**src/hw/rtl/abm_pkg.sv**
```systemverilog
`default_nettype none
// ----------------------------------------------------------------------------
// abm_pkg: shared constants, types and helpers
// Command codes, field widths and small byte helpers for the bitmap core.
// ----------------------------------------------------------------------------
package abm_pkg;

	localparam int MAX_SLOTS_DEF = 1024;
	localparam int SLOTS_RESET   = 1024;

	localparam int CMD_W     = 3;
	localparam int IDX_W     = 10;
	localparam int CNT_W     = 11;
	localparam int FIRST_W   = 10;
	localparam int S_TDATA_W = 16;
	localparam int M_TDATA_W = 32;

	localparam logic [CMD_W-1:0] CMD_GET     = 3'd0;
	localparam logic [CMD_W-1:0] CMD_SET     = 3'd1;
	localparam logic [CMD_W-1:0] CMD_CLR     = 3'd2;
	localparam logic [CMD_W-1:0] CMD_FLIP    = 3'd3;
	localparam logic [CMD_W-1:0] CMD_CLR_ALL = 3'd4;
	localparam logic [CMD_W-1:0] CMD_SET_ALL = 3'd5;

	typedef struct packed {
		logic bit_value;
		logic range_error;
		logic all_set;
		logic all_clear;
		logic found_set;
	} abm_flags_t;

	// number of ones in a byte
	function automatic logic [3:0] pop8(input logic [7:0] v);
		logic [3:0] s;
		s = 4'd0;
		for (int i = 0; i < 8; i++) begin
			s = s + 4'(v[i]);
		end
		return s;
	endfunction

	// position of the lowest set bit, 0 when none
	function automatic logic [2:0] low8(input logic [7:0] v);
		logic [2:0] r;
		r = 3'd0;
		for (int i = 7; i >= 0; i--) begin
			if (v[i]) begin
				r = 3'(i);
			end
		end
		return r;
	endfunction

	// n low bits set, n in 0..8
	function automatic logic [7:0] lowmask8(input logic [3:0] n);
		logic [8:0] m;
		m = (9'd1 << n) - 9'd1;
		return m[7:0];
	endfunction

endpackage
`default_nettype wire

```
**src/hw/rtl/allocation_bitmap_core.sv**
```systemverilog
`default_nettype none
// ----------------------------------------------------------------------------
// allocation_bitmap_core: slot bitmap with lowest-set search and set count
// Single-bit commands: a byte read-modify-write, then group flags -> group
// word -> byte search; the next item is taken only once the result has moved
// into the output register.
// Bulk commands: one byte written per cycle over the padded range.
// A slot count write holds off items until the recount sweep is done.
// Reset: asynchronous; a clearing pass over the whole store follows.
// ----------------------------------------------------------------------------
//
// Storage
//   bitmap RAM  : one byte per eight slots, ceil(MAX_SLOTS/8) entries.
//   summary RAM : one word per group of eight bytes, a bit per byte that is
//                 nonzero.
//   group flags : one flip-flop per summary word that is nonzero.
//
// The lowest set slot is searched over the whole store: if any slot below
// the slot count is set, the lowest set bit of the store lies below it too,
// so no masking is needed in the search. The used-slot and padded counts are
// kept as running totals and rebuilt by a sweep when the slot count changes.
//
// No items are taken during the clearing pass or a recount; configuration
// writes are taken at any time. The output register lets the next item in
// while a result still waits on m_tready.
module allocation_bitmap_core #(
	parameter int MAX_SLOTS = abm_pkg::MAX_SLOTS_DEF
) (
	input  wire logic                          clk,
	input  wire logic                          arst_n,
	input  wire logic                          cfg_we,
	input  wire logic [abm_pkg::CNT_W-1:0]     cfg_wdata,  // slot_count
	input  wire logic                          s_tvalid,
	output logic                               s_tready,
	// [2:0] cmd, [12:3] bit_index, [15:13] zero
	input  wire logic [abm_pkg::S_TDATA_W-1:0] s_tdata,
	output logic                               m_tvalid,
	input  wire logic                          m_tready,
	// [0] bit_value, [1] range_error, [2] all_set, [3] all_clear,
	// [13:4] first_set, [14] found_set, [25:15] set_count, [31:26] zero
	output logic      [abm_pkg::M_TDATA_W-1:0] m_tdata
);

	import abm_pkg::*;

	localparam int STORE_BYTES = (MAX_SLOTS + 7) / 8;
	localparam int NG          = (STORE_BYTES + 7) / 8;
	localparam int GW          = (NG > 1) ? $clog2(NG) : 1;
	localparam int ABW         = GW + 3;
	localparam int PAD_W       = M_TDATA_W - (5 + FIRST_W + CNT_W);

	// memory ports
	logic           bm_we, bm_re, sm_we, sm_re;
	logic [ABW-1:0] bm_waddr, bm_raddr;
	logic [GW-1:0]  sm_waddr, sm_raddr;
	logic [7:0]     bm_wdata, bm_rdata, sm_wdata, sm_rdata;

	// group flag port
	logic          gf_we, gf_val;
	logic [GW-1:0] gf_idx, gf_low;

	// result from the sequencer
	logic               res_valid, res_ready;
	abm_flags_t         res_flags;
	logic [FIRST_W-1:0] res_first;
	logic [CNT_W-1:0]   res_count;

	// output register
	logic                 m_tvalid_q;
	logic [M_TDATA_W-1:0] m_tdata_q;

	abm_ctrl #(
		.MAX_SLOTS(MAX_SLOTS),
		.GW       (GW),
		.ABW      (ABW)
	) u_ctrl (
		.clk      (clk),
		.arst_n   (arst_n),
		.cfg_we   (cfg_we),
		.cfg_wdata(cfg_wdata),
		.s_valid  (s_tvalid),
		.s_cmd    (s_tdata[CMD_W-1:0]),
		.s_idx    (s_tdata[CMD_W+IDX_W-1:CMD_W]),
		.s_ready  (s_tready),
		.bm_we    (bm_we),
		.bm_waddr (bm_waddr),
		.bm_wdata (bm_wdata),
		.bm_re    (bm_re),
		.bm_raddr (bm_raddr),
		.bm_rdata (bm_rdata),
		.sm_we    (sm_we),
		.sm_waddr (sm_waddr),
		.sm_wdata (sm_wdata),
		.sm_re    (sm_re),
		.sm_raddr (sm_raddr),
		.sm_rdata (sm_rdata),
		.gf_we    (gf_we),
		.gf_idx   (gf_idx),
		.gf_val   (gf_val),
		.gf_low   (gf_low),
		.res_valid(res_valid),
		.res_ready(res_ready),
		.res_flags(res_flags),
		.res_first(res_first),
		.res_count(res_count)
	);

	// bitmap bytes
	abm_ram #(
		.WIDTH (8),
		.DEPTH (STORE_BYTES),
		.ADDR_W(ABW)
	) u_bitmap_ram (
		.clk  (clk),
		.we   (bm_we),
		.waddr(bm_waddr),
		.wdata(bm_wdata),
		.re   (bm_re),
		.raddr(bm_raddr),
		.rdata(bm_rdata)
	);

	// per-byte nonzero summary, eight bytes per word
	abm_ram #(
		.WIDTH (8),
		.DEPTH (NG),
		.ADDR_W(GW)
	) u_summary_ram (
		.clk  (clk),
		.we   (sm_we),
		.waddr(sm_waddr),
		.wdata(sm_wdata),
		.re   (sm_re),
		.raddr(sm_raddr),
		.rdata(sm_rdata)
	);

	abm_seek #(
		.NG(NG),
		.GW(GW)
	) u_seek (
		.clk   (clk),
		.arst_n(arst_n),
		.we    (gf_we),
		.widx  (gf_idx),
		.wval  (gf_val),
		.low   (gf_low)
	);

	// output register: free when empty or being drained this cycle
	assign res_ready = !m_tvalid_q || m_tready;

	always_ff @(posedge clk or negedge arst_n) begin
		if (!arst_n) begin
			m_tvalid_q <= 1'b0;
		end else if (res_valid && res_ready) begin
			m_tvalid_q <= 1'b1;
		end else if (m_tready) begin
			m_tvalid_q <= 1'b0;
		end
	end

	always_ff @(posedge clk) begin
		if (res_valid && res_ready) begin
			m_tdata_q <= {
				{PAD_W{1'b0}},
				res_count,
				res_flags.found_set,
				res_first,
				res_flags.all_clear,
				res_flags.all_set,
				res_flags.range_error,
				res_flags.bit_value
			};
		end
	end

	assign m_tvalid = m_tvalid_q;
	assign m_tdata  = m_tdata_q;

	// ------------------------------------------------------------------------
	// assertions
	// ------------------------------------------------------------------------

	// found and all-clear come from the same running count
	a_found_vs_clear: assert property (@(posedge clk) disable iff (!arst_n)
		res_valid |-> (res_flags.found_set != res_flags.all_clear))
		else $error("found_set and all_clear disagree");

	// a rejected index never reports a bit
	a_rerr_no_bit: assert property (@(posedge clk) disable iff (!arst_n)
		(res_valid && res_flags.range_error) |-> !res_flags.bit_value)
		else $error("bit_value set on range error");

	// at least one slot is used, so a full map has a set slot
	a_full_found: assert property (@(posedge clk) disable iff (!arst_n)
		(res_valid && res_flags.all_set) |-> res_flags.found_set)
		else $error("all_set without found_set");

	// one item at a time: the sequencer leaves idle after taking an item
	a_one_item: assert property (@(posedge clk) disable iff (!arst_n)
		(s_tvalid && s_tready) |=> !s_tready)
		else $error("item taken while the previous one is in flight");

endmodule
`default_nettype wire

```
**src/hw/rtl/abm_ram.sv**
```systemverilog
`default_nettype none
// ----------------------------------------------------------------------------
// abm_ram: generic simple dual-port RAM
// One write port, one read port, read data registered.
// ----------------------------------------------------------------------------
module abm_ram #(
	parameter int WIDTH  = 8,
	parameter int DEPTH  = 128,
	parameter int ADDR_W = 7
) (
	input  wire logic              clk,
	input  wire logic              we,
	input  wire logic [ADDR_W-1:0] waddr,
	input  wire logic [WIDTH-1:0]  wdata,
	input  wire logic              re,
	input  wire logic [ADDR_W-1:0] raddr,
	output logic      [WIDTH-1:0]  rdata
);

	logic [WIDTH-1:0] mem_q [DEPTH];
	logic [WIDTH-1:0] rd_q;

	always_ff @(posedge clk) begin
		if (we) begin
			mem_q[waddr] <= wdata;
		end
		if (re) begin
			rd_q <= mem_q[raddr];
		end
	end

	assign rdata = rd_q;

endmodule
`default_nettype wire

```
**src/hw/rtl/abm_seek.sv**
```systemverilog
`default_nettype none
// ----------------------------------------------------------------------------
// abm_seek: per-group nonzero flags and lowest-group encoder
// One flag per group of eight bytes; gives the lowest group holding a set bit.
// ----------------------------------------------------------------------------
module abm_seek #(
	parameter int NG = 16,
	parameter int GW = 4
) (
	input  wire logic          clk,
	input  wire logic          arst_n,
	input  wire logic          we,
	input  wire logic [GW-1:0] widx,
	input  wire logic          wval,
	output logic      [GW-1:0] low
);

	logic [NG-1:0] flags_q;

	always_ff @(posedge clk or negedge arst_n) begin
		if (!arst_n) begin
			flags_q <= '0;
		end else if (we) begin
			flags_q[widx] <= wval;
		end
	end

	always_comb begin
		low = '0;
		for (int i = NG - 1; i >= 0; i--) begin
			if (flags_q[i]) begin
				low = GW'(i);
			end
		end
	end

endmodule
`default_nettype wire

```
**src/hw/rtl/abm_ctrl.sv**
```systemverilog
`default_nettype none
// ----------------------------------------------------------------------------
// abm_ctrl: command sequencer for the bitmap core
// Read-modify-write of one byte, bulk fill sweeps, recount after a slot
// count change, and the three-step lowest-set-bit search.
// ----------------------------------------------------------------------------
module abm_ctrl #(
	parameter int MAX_SLOTS = abm_pkg::MAX_SLOTS_DEF,
	parameter int GW        = 4,
	parameter int ABW       = 7
) (
	input  wire logic                        clk,
	input  wire logic                        arst_n,
	input  wire logic                        cfg_we,
	input  wire logic [abm_pkg::CNT_W-1:0]   cfg_wdata,
	input  wire logic                        s_valid,
	input  wire logic [abm_pkg::CMD_W-1:0]   s_cmd,
	input  wire logic [abm_pkg::IDX_W-1:0]   s_idx,
	output logic                             s_ready,
	output logic                             bm_we,
	output logic      [ABW-1:0]              bm_waddr,
	output logic      [7:0]                  bm_wdata,
	output logic                             bm_re,
	output logic      [ABW-1:0]              bm_raddr,
	input  wire logic [7:0]                  bm_rdata,
	output logic                             sm_we,
	output logic      [GW-1:0]               sm_waddr,
	output logic      [7:0]                  sm_wdata,
	output logic                             sm_re,
	output logic      [GW-1:0]               sm_raddr,
	input  wire logic [7:0]                  sm_rdata,
	output logic                             gf_we,
	output logic      [GW-1:0]               gf_idx,
	output logic                             gf_val,
	input  wire logic [GW-1:0]               gf_low,
	output logic                             res_valid,
	input  wire logic                        res_ready,
	output abm_pkg::abm_flags_t              res_flags,
	output logic      [abm_pkg::FIRST_W-1:0] res_first,
	output logic      [abm_pkg::CNT_W-1:0]   res_count
);

	import abm_pkg::*;

	localparam int STORE_BYTES = (MAX_SLOTS + 7) / 8;
	localparam int BITW        = ABW + 3;
	localparam int SW          = $clog2(MAX_SLOTS + 1);
	localparam int OW          = $clog2(STORE_BYTES * 8 + 1);
	localparam int RST_SLOTS   = (SLOTS_RESET > MAX_SLOTS) ? MAX_SLOTS : SLOTS_RESET;

	localparam logic [2:0] ST_IDLE = 3'd0;
	localparam logic [2:0] ST_MOD  = 3'd1;
	localparam logic [2:0] ST_BULK = 3'd2;
	localparam logic [2:0] ST_RCNT = 3'd3;
	localparam logic [2:0] ST_RDRN = 3'd4;
	localparam logic [2:0] ST_S1   = 3'd5;
	localparam logic [2:0] ST_S2   = 3'd6;
	localparam logic [2:0] ST_S3   = 3'd7;

	localparam logic [ABW-1:0] STORE_LAST = ABW'(STORE_BYTES - 1);

	logic [2:0]       state_q;
	logic [SW-1:0]    slots_q;
	logic             rcnt_pend_q;
	logic             clr_q;
	logic             fill_q;
	logic [ABW-1:0]   k_q;
	logic             v_s1;
	logic [ABW-1:0]   k_s1;
	logic [OW-1:0]    ones_q;
	logic [SW-1:0]    used_q;
	logic [CMD_W-1:0] cmd_q;
	logic [ABW-1:0]   baddr_q;
	logic [2:0]       bpos_q;
	logic             in_used_q;
	logic             rerr_q;
	logic             bitv_q;
	logic [GW-1:0]    g_s1;
	logic [ABW-1:0]   byte_s2;

	logic [31:0]    slots_w, nbytes_w, padded_w, full_w, idx_w, cfg_w, clamp_w, ks1_w;
	logic [31:0]    first_w;
	logic [ABW-1:0] last_byte, limit_last;
	logic           accept, bulk_in, in_rerr, grp_end, k_at_end;
	logic [7:0]     new_byte, mbit, sbit, sw_new, lm, blk_word, umask, byte_hit;
	logic           old_bit, new_bit;
	logic [3:0]     pop_all, pop_used;
	logic [BITW-1:0] first_bit;

	// geometry from the current slot count
	assign slots_w   = 32'(slots_q);
	assign nbytes_w  = (slots_w + 32'd7) >> 3;
	assign padded_w  = nbytes_w << 3;
	assign full_w    = slots_w >> 3;
	assign last_byte = ABW'(nbytes_w - 32'd1);
	assign limit_last = clr_q ? STORE_LAST : last_byte;

	// input decode
	assign s_ready = (state_q == ST_IDLE) && !rcnt_pend_q && !cfg_we;
	assign accept  = s_valid && s_ready;
	assign bulk_in = (s_cmd == CMD_CLR_ALL) || (s_cmd == CMD_SET_ALL);
	assign idx_w   = 32'(s_idx);
	assign in_rerr = !bulk_in && (idx_w >= padded_w);

	// slot count saturation
	assign cfg_w   = 32'(cfg_wdata);
	assign clamp_w = (cfg_w == 32'd0) ? 32'd1 :
		((cfg_w > 32'(MAX_SLOTS)) ? 32'(MAX_SLOTS) : cfg_w);

	// single-bit modify
	assign mbit    = 8'd1 << bpos_q;
	assign old_bit = bm_rdata[bpos_q];
	always_comb begin
		unique case (cmd_q)
			CMD_SET:  new_byte = bm_rdata | mbit;
			CMD_CLR:  new_byte = bm_rdata & ~mbit;
			CMD_FLIP: new_byte = bm_rdata ^ mbit;
			default:  new_byte = bm_rdata;
		endcase
	end
	assign new_bit = new_byte[bpos_q];
	assign sbit    = 8'd1 << baddr_q[2:0];
	assign sw_new  = (|new_byte) ? (sm_rdata | sbit) : (sm_rdata & ~sbit);

	// bulk fill: last group keeps flags of bytes past the range
	assign k_at_end = (k_q == limit_last);
	assign grp_end  = (k_q[2:0] == 3'd7) || k_at_end;
	assign lm       = lowmask8({1'b0, k_q[2:0]} + 4'd1);
	assign blk_word = clr_q ? 8'h00 :
		(k_at_end ? ((sm_rdata & ~lm) | (fill_q ? lm : 8'h00)) : {8{fill_q}});

	// recount: mask of the bits of a byte that lie below the slot count
	assign ks1_w = 32'(k_s1);
	assign umask = (ks1_w < full_w) ? 8'hFF :
		((ks1_w == full_w) ? lowmask8({1'b0, slots_q[2:0]}) : 8'h00);
	assign pop_all  = pop8(bm_rdata);
	assign pop_used = pop8(bm_rdata & umask);

	// memory ports
	always_comb begin
		bm_we    = 1'b0;
		bm_waddr = k_q;
		bm_wdata = {8{fill_q}};
		bm_re    = 1'b0;
		bm_raddr = k_q;
		sm_we    = 1'b0;
		sm_waddr = k_q[ABW-1:3];
		sm_wdata = blk_word;
		sm_re    = 1'b0;
		sm_raddr = gf_low;
		gf_we    = 1'b0;
		gf_idx   = k_q[ABW-1:3];
		gf_val   = |blk_word;
		unique case (state_q)
			ST_IDLE: begin
				if (accept) begin
					bm_re    = 1'b1;
					bm_raddr = idx_w[ABW+2:3];
					sm_re    = 1'b1;
					sm_raddr = bulk_in ? last_byte[ABW-1:3] : idx_w[ABW+2:6];
				end
			end
			ST_MOD: begin
				if (!rerr_q) begin
					bm_we    = 1'b1;
					bm_waddr = baddr_q;
					bm_wdata = new_byte;
					sm_we    = 1'b1;
					sm_waddr = baddr_q[ABW-1:3];
					sm_wdata = sw_new;
					gf_we    = 1'b1;
					gf_idx   = baddr_q[ABW-1:3];
					gf_val   = |sw_new;
				end
			end
			ST_BULK: begin
				bm_we = 1'b1;
				sm_we = grp_end;
				gf_we = grp_end;
			end
			ST_RCNT: begin
				bm_re = 1'b1;
			end
			ST_S1: begin
				sm_re = 1'b1;
			end
			ST_S2: begin
				bm_re    = 1'b1;
				bm_raddr = {g_s1, low8(sm_rdata)};
			end
			default: begin
			end
		endcase
	end

	// control state
	always_ff @(posedge clk or negedge arst_n) begin
		if (!arst_n) begin
			state_q     <= ST_BULK;
			slots_q     <= SW'(RST_SLOTS);
			rcnt_pend_q <= 1'b0;
			clr_q       <= 1'b1;
			fill_q      <= 1'b0;
			k_q         <= '0;
			v_s1        <= 1'b0;
			ones_q      <= '0;
			used_q      <= '0;
		end else begin
			v_s1 <= (state_q == ST_RCNT);
			if (cfg_we) begin
				slots_q     <= SW'(clamp_w);
				rcnt_pend_q <= 1'b1;
			end
			if (v_s1) begin
				ones_q <= ones_q + OW'(pop_all);
				used_q <= used_q + SW'(pop_used);
			end
			unique case (state_q)
				ST_IDLE: begin
					if (rcnt_pend_q && !cfg_we) begin
						rcnt_pend_q <= 1'b0;
						ones_q      <= '0;
						used_q      <= '0;
						k_q         <= '0;
						state_q     <= ST_RCNT;
					end else if (accept) begin
						k_q    <= '0;
						clr_q  <= 1'b0;
						fill_q <= (s_cmd == CMD_SET_ALL);
						if (bulk_in) begin
							state_q <= ST_BULK;
							if (s_cmd == CMD_SET_ALL) begin
								ones_q <= OW'(padded_w);
								used_q <= slots_q;
							end else begin
								ones_q <= '0;
								used_q <= '0;
							end
						end else begin
							state_q <= ST_MOD;
						end
					end
				end
				ST_MOD: begin
					if (!rerr_q && (new_bit != old_bit)) begin
						ones_q <= new_bit ? (ones_q + OW'(1)) : (ones_q - OW'(1));
						if (in_used_q) begin
							used_q <= new_bit ? (used_q + SW'(1)) : (used_q - SW'(1));
						end
					end
					state_q <= ST_S1;
				end
				ST_BULK: begin
					if (k_at_end) begin
						clr_q   <= 1'b0;
						state_q <= clr_q ? ST_IDLE : ST_S1;
					end else begin
						k_q <= k_q + ABW'(1);
					end
				end
				ST_RCNT: begin
					if (k_q == last_byte) begin
						state_q <= ST_RDRN;
					end else begin
						k_q <= k_q + ABW'(1);
					end
				end
				ST_RDRN: state_q <= ST_IDLE;
				ST_S1:   state_q <= ST_S2;
				ST_S2:   state_q <= ST_S3;
				ST_S3: begin
					if (res_ready) begin
						state_q <= ST_IDLE;
					end
				end
				default: state_q <= ST_IDLE;
			endcase
		end
	end

	// per-item payload
	always_ff @(posedge clk) begin
		k_s1 <= k_q;
		if (accept) begin
			cmd_q     <= s_cmd;
			baddr_q   <= idx_w[ABW+2:3];
			bpos_q    <= s_idx[2:0];
			in_used_q <= idx_w < slots_w;
			rerr_q    <= in_rerr;
			bitv_q    <= 1'b0;
		end
		if ((state_q == ST_MOD) && !rerr_q) begin
			bitv_q <= old_bit;
		end
		if (state_q == ST_S1) begin
			g_s1 <= gf_low;
		end
		if (state_q == ST_S2) begin
			byte_s2 <= {g_s1, low8(sm_rdata)};
		end
	end

	// result
	assign byte_hit  = bm_rdata;
	assign first_bit = {byte_s2, low8(byte_hit)};
	assign first_w   = 32'(first_bit);

	assign res_valid             = (state_q == ST_S3);
	assign res_flags.bit_value   = bitv_q;
	assign res_flags.range_error = rerr_q;
	assign res_flags.all_set     = (used_q == slots_q);
	assign res_flags.all_clear   = (used_q == '0);
	assign res_flags.found_set   = (used_q != '0);
	assign res_first = (used_q != '0) ? first_w[FIRST_W-1:0] : '0;
	assign res_count = CNT_W'(ones_q);

endmodule
`default_nettype wire

```
**config.mk**
```make
export PLATFORM = sky130hd
export DESIGN_NAME = allocation_bitmap_core
export DESIGN_NICKNAME = d
export VERILOG_FILES = /design/src/hw/rtl/abm_pkg.sv /design/src/hw/rtl/allocation_bitmap_core.sv /design/src/hw/rtl/abm_ram.sv /design/src/hw/rtl/abm_seek.sv /design/src/hw/rtl/abm_ctrl.sv
export SDC_FILE = /design/constraint.sdc
export NUM_CORES = 2
export LEC_CHECK = 0
export BUFFER_PORTS_ARGS = -buffer_cell sky130_fd_sc_hd__buf_4
export CAP_MARGIN = 20
export CORE_AREA = 2 2 307 309
export CTS_BUF_LIST = sky130_fd_sc_hd__clkbuf_8
export DETAILED_ROUTE_END_ITERATION = 10
export DIE_AREA = 0 0 309 311
export PLACE_DENSITY = 0.76
export SLEW_MARGIN = 20
export SYNTH_ARGS = -nofsm -noshare
export SYNTH_HDL_FRONTEND = slang
export SYNTH_HIERARCHICAL = 1
export SYNTH_SLANG_ARGS = --single-unit
export TNS_END_PERCENT = 30
```
**constraint.sdc**
```tcl
create_clock -name clk -period 11.3 [get_ports clk]
set_input_delay 2.26 -clock clk [delete_from_list [all_inputs] [get_ports clk]]
set_output_delay 2.26 -clock clk [all_outputs]
set_load 0.01 [all_outputs]
```
==> out/metrics.cfg <==
[clocking]
clkTransAtPathRegs_ns=0.06
cts_made_buffers=198
tritoncts=built
root_buffer=clkbuf_8
post-cts-setup-buffers=0
post_cts_resized=0
clockBufferDepth=3
h-tree-depth=4
clock-sinks=1292
cts_hold_buf=0
clkLatencyLatePin_ns=0.89

[sta]
setup_viol=0
finalCriticalPeriod_ns=6.57
slew_viol_final=0
worstMarginPinSlew_ns=1.27
fin_worst_skew_ns=0.0640
clock.fmax_mhz=152
rsz0062_at_grt=false
period_share=0.582
slew_headroom=0.142
hold_viol_final=0
whs_ns=0.426
tns_ns=0

[setup_path]
path_cells=buf_4 > nor2_1 > nand3_1 > buf_4 > inv_1 > nor2_1 > a221o_4 > buf_4 > mux4_2 > mux4_2 > mux4_2 > mux2_2
reg2reg_depth=16
critPathCaptureType=flip-flop
path_max_fanout=73
max_stage_delay_ns=0.93
worstPathRequired_ns=11.92
crit_slowest_cell=buf_4
setup.worst_path.class=primary input to flip-flop
r2r-start=u_ctrl/slots_q[0]
regToRegSetupSlack_ns=4.81
critPathArrivalTime_ns=7.19
cp-start-kind=primary input
reg2reg_to=u_summary_ram/mem_q[0][0]

[detailed_routing]
drt_drc_violations_left=0
vias=29500
via_per_inst=6.47
wirelength_um=123000
post_drt_wl_per_cell_um=26.9
drt_iter0_markers=3667
drt_pass1_iterations=8
ant_nets=0

[power_and_ir_drop]
seq_power_share=0.417
p_comb_frac=0.336
pwr-share-clk=0.247
p_sw_mw=4.84
swShare=0.333
power.density_nw_per_um2=240
intPower_mw=9.71
p_leak_nw=19.8
irDropWorstVdd_v=0.000213

[layout]
seq_area_um2=38400
drive_above_1_share=0.244
nets=3257
area_delta_synth_final_pct=10.0
multi_input_area_um2=15800
fill_cells=6040

[floorplan]
core.rowCount=112
start_util=0.595
die_area_um2=96100
fp.dieH_um=311
chipWidth_um=309
io_pins=66
core_um2=92800

[placement]
gp_congestion=0.910
io_buffers=56
dp_hpwl_um=76900

[yosys]
synth.avg_cell_area_um2=18.5
synth_edf_count=1221
synth-main-ff-cell=edfxtp_1
ys_types=98
yosysTopAreaCellShare=0.665
syn_inst=2988
syn-cell-area_um2=55200
post-synth-top-count-cell=edfxtp_1
ys_seq_area_frac=0.696
ys_async_sr_fraction=0.0495
yosysTopAreaCell=edfxtp_1
ys_top_cells_by_area=edfxtp_1 66%, mux4_2 15%, dfrtp_1 2.8%, ha_1 1.7%, nor2_1 1.6%
synthTopCellsByCount=1,221 x edfxtp_1, 358 x mux4_2, 229 x nor2_1
synth_warnings=6
synth-seq-cells=1292

[global_routing]
grt_pass1_vias=29800
overflow=0
grt_max_degree=139
antenna_found_initial=2
grt_usage=0.259
grt_pass1_wl_um=184000

[min_path]
min_path_type=flip-flop to flip-flop
whs_path_depth=0
worstHoldStart=u_ctrl/bitv_q
hold_end=m_tdata[0]

[outcome]
status=completed

[job]
drv_cap=0

cells in the final DEF (no fill, tap or decap), drive strengths merged, types with 8 or more instances in the layout:
cell and instances:
edfxtp 1221, mux4 372, nor2 230, clkbuf 200, inv 133, nand2 122, buf 111, clkinv 89
o21ai 84, ha 77, dfrtp 61, a21oi 54, xnor2 51, nor3 49, nand3 40, a22oi 32
nor2b 27, mux2i 26, mux2 26, o22ai 25, nand2b 23, nor4 20, xor2 15, nand4 14
and2 14, o21a 12, a21o 12, fa 12, nand3b 9, and3 8, or3 8
logic make-up after synthesis:
logic type | count (synthesis) | synth area share
flops | 1292 | 0.696
xor+xnor | 68 | 0.0113
buf+inv | 235 | 0.0203
fa+ha+maj | 89 | 0.0218
mux | 424 | 0.163
other cells | 1 | 0.0000680
simple gates | 584 | 0.0507
compound gates | 295 | 0.0360
critical path: cells and delay by family:
kind	cells	cell delay [ns]
AND/OR/NAND/NOR	3	0.74
AO/OA/AOI/OAI	1	0.78
multiplexers	4	1.83
buffers and inverters	4	1.47
stage by stage:
step	cell area (µm²)	power, mW	std cells	util	setup WS, ns
3_3_place_gp	56900	10.8	4186	0.613	4.04
2_1_floorplan	55200	9.63	2993	-	3.27
5_1_grt	60700	15.2	4555	0.654	4.55
6_report	60700	14.5	4555	0.654	4.73
4_1_cts	60600	14.6	4553	0.654	4.87
3_5_place_dp	56900	11.0	4189	0.614	3.91
cell type report:
type	count	area share
antenna	1	0.0000412
clock buffer	200	0.0454
clock inverter	164	0.0154
multi-input combinational	1466	0.261
inverter	67	0.00415
tap	1254	0.0259
timing repair buffer	111	0.0150
sequential	1292	0.633
per-layer routing:
layer	track usage	routed length, µm	up-vias	part of all wire
met5	0	13	-	0.00011
li1	-	-	12400	-
met3	0.0556	11000	282	0.089
met1	0.358	46900	15300	0.38
met4	0.0973	4310	2	0.035
met2	0.410	60400	1507	0.49
sequential cells by signal, summed over array words and instances (netlist names), 8 cells and up:
register,cells
u_ctrl/slots_q,11
u_bitmap_ram/mem_q,1024
u_summary_ram/rdata,8
u_summary_ram/mem_q,128
u_bitmap_ram/rdata,8
m_tdata,26
u_ctrl/used_q,11
u_ctrl/res_count,11
u_seek/flags_q,16
power groups by stage:
stage          combinational, mW  clock, mW  sequential, mW
5_1_grt                     5.22       3.87            6.09
4_1_cts                     4.87       3.67            6.07
6_report                    4.88       3.59            6.07
3_3_place_gp                4.69          0            6.15
2_1_floorplan               3.43          0            6.20
3_5_place_dp                4.85          0            6.16
worst max path at each step:
| stage | cells past startpoint | start | end |
|---|---|---|---|
| floorplan | 7 | u_ctrl/bpos_q[0] | u_bitmap_ram/mem_q[0][1] |
| global placement | 12 | cfg_we | u_bitmap_ram/rdata[6] |
| detailed placement | 12 | cfg_we | u_bitmap_ram/rdata[6] |
| CTS | 12 | cfg_we | u_bitmap_ram/rdata[6] |
| global route | 27 | u_ctrl/slots_q[4] | u_ctrl/used_q[10] |
| finish | 12 | cfg_we | u_bitmap_ram/rdata[6] |
Note: power is estimated with default switching activity, not from simulation.
